$ cat config.mk
export PLATFORM = sky130hd
export DESIGN_NAME = real_fft_hermitian_split_top
export DESIGN_NICKNAME = d
export VERILOG_FILES = /design/src/sv/rfhs_pkg.sv /design/src/sv/real_fft_hermitian_split_top.sv
export SDC_FILE = /design/constraint.sdc
export NUM_CORES = 2
export LEC_CHECK = 0
export BUFFER_PORTS_ARGS = -buffer_cell sky130_fd_sc_hd__buf_4
export CAP_MARGIN = 10
export CORE_MARGIN = 2
export CORE_UTILIZATION = 52
export DETAILED_ROUTE_END_ITERATION = 12
export PLACE_DENSITY = 0.66
export SKIP_LAST_GASP = 1
export SLEW_MARGIN = 20
export SYNTH_ARGS = -nofsm -noshare
export SYNTH_HDL_FRONTEND = slang
export SYNTH_SLANG_ARGS = --single-unit
$ cat constraint.sdc
create_clock -name clock -period 10 [get_ports clock]
set_input_delay 1 -clock clock [delete_from_list [all_inputs] [get_ports clock]]
set_output_delay 1 -clock clock [all_outputs]
set_load 0.01 [all_outputs]
$ cat src/sv/rfhs_pkg.sv
// Shared types, codes and helpers for the real FFT Hermitian split butterfly.
package rfhs_pkg;

   // Field widths.
   localparam int unsigned DATA_W  = 16;
   localparam int unsigned OP_W    = 2;
   localparam int unsigned SHIFT_W = 5;
   localparam int unsigned CSR_DATA_W = 32;
   localparam int unsigned CSR_ADDR_W = 3;

   // Internal widths: butterfly sums, products, shifted products, final sums.
   localparam int unsigned SUM_W  = DATA_W + 1;
   localparam int unsigned PROD_W = 2 * SUM_W;
   localparam int unsigned ACC_W  = PROD_W + 2;
   localparam int unsigned FIN_W  = ACC_W + 2;

   // Reset values of the registers.
   localparam logic [SHIFT_W-1:0] TWIDDLE_SHIFT_RESET = SHIFT_W'(15);

   // Operation codes.
   localparam logic [OP_W-1:0] OP_EDGE = 2'd0;
   localparam logic [OP_W-1:0] OP_PAIR = 2'd1;
   localparam logic [OP_W-1:0] OP_MID  = 2'd2;

   // Register indexes.
   localparam logic REG_INVERSE_MODE  = 1'b0;
   localparam logic REG_TWIDDLE_SHIFT = 1'b1;

   // Saturation bounds.
   localparam logic signed [DATA_W-1:0] SAT_MAX = 16'sd32767;
   localparam logic signed [DATA_W-1:0] SAT_MIN = -16'sd32768;

   typedef logic signed [DATA_W-1:0] sample_type;

   // Clamp a wide signed value to the 16-bit range.
   function automatic sample_type sat16(input logic signed [FIN_W-1:0] x);
      sample_type res;
      if (x > FIN_W'(SAT_MAX)) begin
         res = SAT_MAX;
      end else if (x < FIN_W'(SAT_MIN)) begin
         res = SAT_MIN;
      end else begin
         res = x[DATA_W-1:0];
      end
      return res;
   endfunction

endpackage

$ cat src/sv/real_fft_hermitian_split_top.sv
// Top level of the real FFT Hermitian split butterfly with its register port.

// One Hermitian split butterfly per request for a real FFT computed as a
// half-length complex FFT. The block is a four-stage pipeline: butterfly
// sums, the four twiddle products, rounding and shift, then final sums with
// optional halving and saturation into the output register. It takes one
// request per clock cycle, and each result passes through the s1, s2 and s3
// registers and the output register; the pipeline stalls as a whole only
// when a finished result is held by the downstream side and no stage has a
// bubble to absorb it. A request with op 3 is consumed and produces no
// result. The two configuration registers (inverse mode at byte 0, twiddle
// shift at byte 4) may only be written while no request is in flight.
module real_fft_hermitian_split_top
   import rfhs_pkg::*;
(
   input  logic                  clock,
   input  logic                  reset,
   // Request channel.
   input  logic                  req_valid,
   output logic                  req_ready,
   input  logic [OP_W-1:0]       req_op,
   input  logic signed [DATA_W-1:0] req_in_lo_re,
   input  logic signed [DATA_W-1:0] req_in_lo_im,
   input  logic signed [DATA_W-1:0] req_in_hi_re,
   input  logic signed [DATA_W-1:0] req_in_hi_im,
   input  logic signed [DATA_W-1:0] req_tw_re,
   input  logic signed [DATA_W-1:0] req_tw_im,
   // Result channel.
   output logic                  rsp_valid,
   input  logic                  rsp_ready,
   output logic signed [DATA_W-1:0] rsp_out_lo_re,
   output logic signed [DATA_W-1:0] rsp_out_lo_im,
   output logic signed [DATA_W-1:0] rsp_out_hi_re,
   output logic signed [DATA_W-1:0] rsp_out_hi_im,
   output logic                  rsp_hi_valid,
   // Register port.
   input  logic                  psel,
   input  logic                  penable,
   input  logic                  pwrite,
   input  logic [CSR_ADDR_W-1:0] paddr,
   input  logic [CSR_DATA_W-1:0] pwdata,
   output logic [CSR_DATA_W-1:0] prdata,
   output logic                  pready
);

   // Configuration registers.
   logic               inverse_mode_ff;
   logic [SHIFT_W-1:0] twiddle_shift_ff;

   // Stage enables.
   logic adv1, adv2, adv3, adv4;

   // Stage 1: butterfly sums and twiddle.
   logic                    s1_valid_ff, s1_valid_in;
   logic signed [SUM_W-1:0] s1_sr_ff, s1_sr_in;
   logic signed [SUM_W-1:0] s1_si_ff, s1_si_in;
   logic signed [SUM_W-1:0] s1_dr_ff, s1_dr_in;
   logic signed [SUM_W-1:0] s1_di_ff, s1_di_in;
   logic signed [SUM_W-1:0] s1_wr_ff, s1_wr_in;
   logic signed [SUM_W-1:0] s1_wi_ff, s1_wi_in;
   logic                    s1_halve_ff, s1_halve_in;
   logic                    s1_edge_ff, s1_edge_in;
   logic                    s1_hiv_ff, s1_hiv_in;

   // Stage 2: products.
   logic                     s2_valid_ff;
   logic signed [PROD_W-1:0] s2_p_rr_ff, s2_p_rr_in;
   logic signed [PROD_W-1:0] s2_p_ii_ff, s2_p_ii_in;
   logic signed [PROD_W-1:0] s2_p_ri_ff, s2_p_ri_in;
   logic signed [PROD_W-1:0] s2_p_ir_ff, s2_p_ir_in;
   logic signed [SUM_W-1:0]  s2_sr_ff, s2_si_ff;
   logic                     s2_halve_ff, s2_edge_ff, s2_hiv_ff;

   // Stage 3: rounded and shifted twiddle product.
   logic                    s3_valid_ff;
   logic signed [ACC_W-1:0] s3_tr_ff, s3_tr_in;
   logic signed [ACC_W-1:0] s3_ti_ff, s3_ti_in;
   logic signed [SUM_W-1:0] s3_sr_ff, s3_si_ff;
   logic                    s3_halve_ff, s3_edge_ff, s3_hiv_ff;
   logic signed [ACC_W-1:0] rnd;
   logic signed [ACC_W-1:0] re_acc, im_acc;

   // Stage 4: output register.
   logic                    rsp_valid_ff;
   sample_type              lo_re_ff, lo_re_in;
   sample_type              lo_im_ff, lo_im_in;
   sample_type              hi_re_ff, hi_re_in;
   sample_type              hi_im_ff, hi_im_in;
   logic                    hiv_ff;
   logic signed [FIN_W-1:0] fa, fb, fc, fd;
   logic signed [FIN_W-1:0] ha, hb, hc, hd;

   // Register writes take effect in the access phase.
   always_ff @(posedge clock) begin
      if (reset) begin
         inverse_mode_ff  <= 1'b0;
         twiddle_shift_ff <= TWIDDLE_SHIFT_RESET;
      end else if (psel && penable && pwrite) begin
         case (paddr[2])
            REG_INVERSE_MODE:  inverse_mode_ff  <= pwdata[0];
            REG_TWIDDLE_SHIFT: twiddle_shift_ff <= pwdata[SHIFT_W-1:0];
            default: ;
         endcase
      end
   end

   // Register readback.
   always_comb begin
      case (paddr[2])
         REG_INVERSE_MODE:  prdata = {{(CSR_DATA_W-1){1'b0}}, inverse_mode_ff};
         REG_TWIDDLE_SHIFT: prdata = {{(CSR_DATA_W-SHIFT_W){1'b0}}, twiddle_shift_ff};
         default:           prdata = '0;
      endcase
   end
   assign pready = 1'b1;

   // Pipeline flow control: a stage moves when its successor can take it.
   assign adv4 = !rsp_valid_ff || rsp_ready;
   assign adv3 = !s3_valid_ff || adv4;
   assign adv2 = !s2_valid_ff || adv3;
   assign adv1 = !s1_valid_ff || adv2;
   assign req_ready = adv1;

   // Stage 1: choose the butterfly operands for the requested case.
   // The edge case forces a zero product so the shared datapath adds nothing.
   always_comb begin
      s1_sr_in = '0;
      s1_si_in = '0;
      s1_dr_in = '0;
      s1_di_in = '0;
      case (req_op)
         OP_EDGE: begin
            s1_sr_in = SUM_W'(req_in_lo_re) + SUM_W'(req_in_lo_im);
            s1_si_in = SUM_W'(req_in_lo_re) - SUM_W'(req_in_lo_im);
         end
         OP_PAIR: begin
            s1_sr_in = SUM_W'(req_in_lo_re) + SUM_W'(req_in_hi_re);
            s1_si_in = SUM_W'(req_in_lo_im) - SUM_W'(req_in_hi_im);
            s1_dr_in = SUM_W'(req_in_lo_re) - SUM_W'(req_in_hi_re);
            s1_di_in = SUM_W'(req_in_lo_im) + SUM_W'(req_in_hi_im);
         end
         OP_MID: begin
            s1_sr_in = SUM_W'(req_in_lo_re) + SUM_W'(req_in_lo_re);
            s1_di_in = SUM_W'(req_in_lo_im) + SUM_W'(req_in_lo_im);
         end
         default: ;
      endcase
      s1_wr_in    = SUM_W'(req_tw_re);
      s1_wi_in    = inverse_mode_ff ? -SUM_W'(req_tw_im) : SUM_W'(req_tw_im);
      s1_halve_in = !inverse_mode_ff && (req_op != OP_EDGE);
      s1_edge_in  = (req_op == OP_EDGE);
      s1_hiv_in   = (req_op == OP_PAIR) || ((req_op == OP_EDGE) && !inverse_mode_ff);
      s1_valid_in = req_valid && ((req_op == OP_EDGE) || (req_op == OP_PAIR) ||
                                  (req_op == OP_MID));
   end

   always_ff @(posedge clock) begin
      if (reset) begin
         s1_valid_ff <= 1'b0;
      end else if (adv1) begin
         s1_valid_ff <= s1_valid_in;
      end
   end

   always_ff @(posedge clock) begin
      if (adv1) begin
         s1_sr_ff    <= s1_sr_in;
         s1_si_ff    <= s1_si_in;
         s1_dr_ff    <= s1_dr_in;
         s1_di_ff    <= s1_di_in;
         s1_wr_ff    <= s1_wr_in;
         s1_wi_ff    <= s1_wi_in;
         s1_halve_ff <= s1_halve_in;
         s1_edge_ff  <= s1_edge_in;
         s1_hiv_ff   <= s1_hiv_in;
      end
   end

   // Stage 2: the four partial products of the complex multiply.
   assign s2_p_rr_in = PROD_W'(s1_dr_ff) * PROD_W'(s1_wr_ff);
   assign s2_p_ii_in = PROD_W'(s1_di_ff) * PROD_W'(s1_wi_ff);
   assign s2_p_ri_in = PROD_W'(s1_dr_ff) * PROD_W'(s1_wi_ff);
   assign s2_p_ir_in = PROD_W'(s1_di_ff) * PROD_W'(s1_wr_ff);

   always_ff @(posedge clock) begin
      if (reset) begin
         s2_valid_ff <= 1'b0;
      end else if (adv2) begin
         s2_valid_ff <= s1_valid_ff;
      end
   end

   always_ff @(posedge clock) begin
      if (adv2) begin
         s2_p_rr_ff  <= s2_p_rr_in;
         s2_p_ii_ff  <= s2_p_ii_in;
         s2_p_ri_ff  <= s2_p_ri_in;
         s2_p_ir_ff  <= s2_p_ir_in;
         s2_sr_ff    <= s1_sr_ff;
         s2_si_ff    <= s1_si_ff;
         s2_halve_ff <= s1_halve_ff;
         s2_edge_ff  <= s1_edge_ff;
         s2_hiv_ff   <= s1_hiv_ff;
      end
   end

   // Stage 3: combine products, add the rounding half, shift arithmetically.
   // A shift of zero adds no rounding half.
   always_comb begin
      rnd = '0;
      if (twiddle_shift_ff != '0) begin
         rnd = ACC_W'(1) <<< (twiddle_shift_ff - SHIFT_W'(1));
      end
      re_acc   = ACC_W'(s2_p_rr_ff) - ACC_W'(s2_p_ii_ff) + rnd;
      im_acc   = ACC_W'(s2_p_ri_ff) + ACC_W'(s2_p_ir_ff) + rnd;
      s3_tr_in = re_acc >>> twiddle_shift_ff;
      s3_ti_in = im_acc >>> twiddle_shift_ff;
   end

   always_ff @(posedge clock) begin
      if (reset) begin
         s3_valid_ff <= 1'b0;
      end else if (adv3) begin
         s3_valid_ff <= s2_valid_ff;
      end
   end

   always_ff @(posedge clock) begin
      if (adv3) begin
         s3_tr_ff    <= s3_tr_in;
         s3_ti_ff    <= s3_ti_in;
         s3_sr_ff    <= s2_sr_ff;
         s3_si_ff    <= s2_si_ff;
         s3_halve_ff <= s2_halve_ff;
         s3_edge_ff  <= s2_edge_ff;
         s3_hiv_ff   <= s2_hiv_ff;
      end
   end

   // Stage 4: final sums, rounded halving (forward, non-edge), saturation.
   always_comb begin
      fa = FIN_W'(s3_sr_ff) + FIN_W'(s3_tr_ff);
      fb = FIN_W'(s3_si_ff) + FIN_W'(s3_ti_ff);
      fc = FIN_W'(s3_sr_ff) - FIN_W'(s3_tr_ff);
      fd = FIN_W'(s3_ti_ff) - FIN_W'(s3_si_ff);
      ha = s3_halve_ff ? ((fa + FIN_W'(1)) >>> 1) : fa;
      hb = s3_halve_ff ? ((fb + FIN_W'(1)) >>> 1) : fb;
      hc = s3_halve_ff ? ((fc + FIN_W'(1)) >>> 1) : fc;
      hd = s3_halve_ff ? ((fd + FIN_W'(1)) >>> 1) : fd;
      lo_re_in = sat16(ha);
      lo_im_in = sat16(hb);
      hi_re_in = '0;
      hi_im_in = '0;
      // The forward edge case repeats the difference word as the Nyquist bin.
      if (s3_hiv_ff) begin
         if (s3_edge_ff) begin
            hi_re_in = sat16(hb);
         end else begin
            hi_re_in = sat16(hc);
            hi_im_in = sat16(hd);
         end
      end
   end

   always_ff @(posedge clock) begin
      if (reset) begin
         rsp_valid_ff <= 1'b0;
      end else if (adv4) begin
         rsp_valid_ff <= s3_valid_ff;
      end
   end

   always_ff @(posedge clock) begin
      if (adv4) begin
         lo_re_ff <= lo_re_in;
         lo_im_ff <= lo_im_in;
         hi_re_ff <= hi_re_in;
         hi_im_ff <= hi_im_in;
         hiv_ff   <= s3_hiv_ff;
      end
   end

   // Result ports.
   assign rsp_valid     = rsp_valid_ff;
   assign rsp_out_lo_re = lo_re_ff;
   assign rsp_out_lo_im = lo_im_ff;
   assign rsp_out_hi_re = hi_re_ff;
   assign rsp_out_hi_im = hi_im_ff;
   assign rsp_hi_valid  = hiv_ff;

endmodule
==> results.toml <==
[final_layout]
nNetsFinal = 11608
areaGrowthSynthToFinish_pct = 5.715
layout-drive-gt1-share_pct = 6.332

[timing]
period_minus_slack_ns = 8.755
rsz0062_at_grt = "no"
fin_setup_tns_ns = 0
clock_skew_ns = 0.06605
slew_headroom_pct = 24.98
fmax_ghz = 0.1142
final.period_utilization_pct = 87.55
worst_pin_slew_ns = 1.110
setup_viol = 0
slew_violations = 0
hold_viol = 0

[clocking]
cts.hold.buffers_added = 0
htreeDepth = 2
post_cts_resized = 0
clk_pin_slew_ns = 0.06
cts_sinks = 459
cts_root_buffer = "clkbuf_16"
clkLatencyLatePin_ns = 0.74
cts_setup_buffers = 0
numCtsBuffers = 56
cts.path.max_buffers = 3
cts_tree = "built"

[worst_setup_path]
worstSetupPathType = "reg2reg"
path_max_fanout = 20
startpoint = "s1_dr_ff[10]"
worstSetupEndpointType = "register"
regToRegSetupSlack_ns = 1.24
worstPathRequired_ns = 10.41
r2r_cells = 24
cp.arrival_ns = 9.16
timing.rr.start = "s1_dr_ff[10]"
r2r-end = "s2_p_ri_ff[33]"
startpoint_type = "register"

[drt]
via_count = 70313
first_pass_iters = 6
drcViolationCount = 0
dr.first_iter.drc_count = 5643
wire_per_inst_um = 22.17
route.final.wire_length_um = 262500
viasPerCell = 5.938
ant_nets = 0

[floorplan]
num_rows = 149
ios = 240
initial_core_util_pct = 52.43
die_y_um = 412.1
die_x_um = 412.1
core_region_area_um2 = 165200
dieArea_um2 = 169800

[synth]
ys_types = 120
ys_ff_latch = 459
synth.top_cell.area_share_pct = 28.15
ys_seq_area_share_pct = 15.80
synth_edf_count = 449
syn_avg_cell_area_um2 = 8.910
yosysTopAreaCell = "fa_1"
yosys_warnings = 0
synthCells = 9720
synth-async-reset-ratio_pct = 0
synth_ff_type = "edfxtp_1"
syn_area_um2 = 86610
synth_area_leaders = "fa_1 (28%), edfxtp_1 (16%), ha_1 (9.3%)"

[status]
status = "finished, final reports clean"

[grt]
track_usage_pct = 31.12
grt_pass1_vias = 71285
grt_overflow = 0
antenna_found_initial = 8
grt_start_max_net_pins = 170
grt_pass1_wl_um = 409400

[min_path]
min_path_type = "reg2reg"
hold_start = "s2_sr_ff[7]"
holdPathEnd = "s3_sr_ff[7]"
whs_path_depth = 0

[place]
hpwl_um = 211200
io_buffers = 182
routabilityCongestion = 0.9674

[flow_run]
cap_violations = 0
==> cells in the mapped netlist, drive strengths merged, types with 21 or more instances <==
master and n:
nor2 449, a32oi 23, a2111oi 29, a31oi 84, or2 55, fa 1218, a22oi 24, and3 70
a21boi 42, ha 647, nand4 58, o21ai 341, a211oi 85, nand2 979, mux2i 114, a211o 43
and4 21, nand3 179, o311ai 31, xor2 69, xnor2 301, nor3b 29, buf 113, a21oi 443
clkbuf 381, edfxtp 449, o21bai 56, o211ai 69, and2 523, mux2 43, a31o 21, inv 1619
o21a 59, or3 84, a21o 87, nor4 75, nor2b 70, o22ai 31, nand2b 125, or4 25
o31ai 59, nor3 176
==> sequential cells by signal (all words and copies together), names as in the netlist, 17 cells and up <==
register,cells
s3_ti_ff,36
s3_tr_ff,36
s2_p_ii_ff,34
s2_p_ri_ff,34
s2_p_ir_ff,33
s2_p_rr_ff,33
s1_di_ff,17
s1_dr_ff,17
s1_si_ff,17
s1_sr_ff,17
s1_wi_ff,17
s2_si_ff,17
s2_sr_ff,17
s3_si_ff,17
s3_sr_ff,17
==> cells in the final DEF (no fill, tap or decap), types with 39 or more instances in the layout <==
master / Yosys / routed
nand2_1: 979 / 978
and2_1: 523 / 523
mux2_2: 43 / 43
o21a_1: 59 / 59
buf_4: 34 / 289
o211ai_1: 69 / 69
and3_1: 70 / 70
a21boi_0: 39 / 39
mux2i_1: 114 / 114
nand2b_1: 125 / 125
nand4_1: 57 / 57
a211oi_1: 81 / 79
ha_1: 647 / 647
o21bai_1: 56 / 56
a211o_1: 43 / 43
xnor2_1: 300 / 299
inv_1: 1609 / 1604
o21ai_0: 294 / 294
o31ai_1: 58 / 58
or3_1: 82 / 82
a21o_1: 87 / 87
nand3_1: 176 / 175
nor2b_1: 70 / 70
fa_1: 1218 / 1218
nor2_1: 448 / 448
edfxtp_1: 449 / 449
a21oi_1: 438 / 438
nor3_1: 173 / 173
nor4_1: 64 / 64
a31oi_1: 81 / 79
or2_2: 40 / 40
xor2_1: 69 / 69
clkbuf_16: 0 / 56
==> layer usage <==
metal	GRT usage [%]	vias up	wire [um]
li1	-	32097	-
met1	40.90	35139	108100
met2	51.85	2552	124300
met3	3.895	523	17560
met4	13.23	2	12560
met5	0	-	13
==> through the flow <==
step / hold WS (ns) / instance area [um2] / utilization, % / worst slack (ns) / instances
finish: 0.4084 / 91560 / 55.43 / 1.245 / 11842
detailed placement: 0.4045 / 89640 / 54.27 / 1.322 / 11733
floorplan: 0.4003 / 86700 / - / 2.929 / 9746
global route: 0.4054 / 91550 / 55.43 / 0.8615 / 11839
global placement: 0.4042 / 89610 / 54.25 / 1.447 / 11732
CTS: 0.3969 / 91480 / 55.39 / 1.315 / 11838
==> area by class of cell <==
type	instances	area [um2]
diodes	3	7.507
clock buffers	66	1439
clock inverters	39	404.1
fillers	15145	73620
inverters	1622	6088
multi-input cells	7171	64940
flip-flops and latches	459	13690
well taps	2189	2739
repair buffers	293	2248
==> worst max-delay path by stage <==
stage / to / slack [ns] / depth (start not counted)
5_1_grt: s2_p_ri_ff[33] / 0.86 / 24
2_1_floorplan: s2_p_ri_ff[33] / 2.93 / 27
6_report: s2_p_ri_ff[33] / 1.24 / 24
3_5_place_dp: s2_p_ri_ff[33] / 1.32 / 24
3_3_place_gp: s2_p_ri_ff[33] / 1.45 / 25
4_1_cts: s2_p_ri_ff[33] / 1.32 / 24
==> cell families after synthesis <==
logic type	Yosys count	synth area share, %
multiplexers	175	2.345
AO/OA/AOI/OAI	1770	13.95
buffers and inverters	2116	9.429
flip-flops	459	15.80
AND/OR/NAND/NOR	2963	17.22
other	2	0.008671
XOR/XNOR	370	3.750
adder cells (fa/ha/maj)	1865	37.50
==> critical path, stage by stage, from the launching register on <==
cell       delay (ns)
edfxtp_1         0.79
buf_4            0.50
nand2_1          0.14
fa_1             0.57
inv_1            0.05
fa_1             0.53
inv_1            0.06
fa_1             0.48
fa_1             0.56
inv_1            0.05
fa_1             0.51
fa_1             0.44
ha_1             0.26
nor3_1           0.20
a211o_1          0.21
o21ai_0          0.24
o41a_1           0.43
a211o_1          0.28
o211ai_1         0.21
o21ai_0          0.30
nor4_1           0.49
nor3_1           0.13
a2111oi_0        0.67
a21oi_1          0.18
xnor2_1          0.19
Power is left out: the tool's default activity adds up to more than one toggle a clock period on the data nets, which glitch-free logic cannot reach.
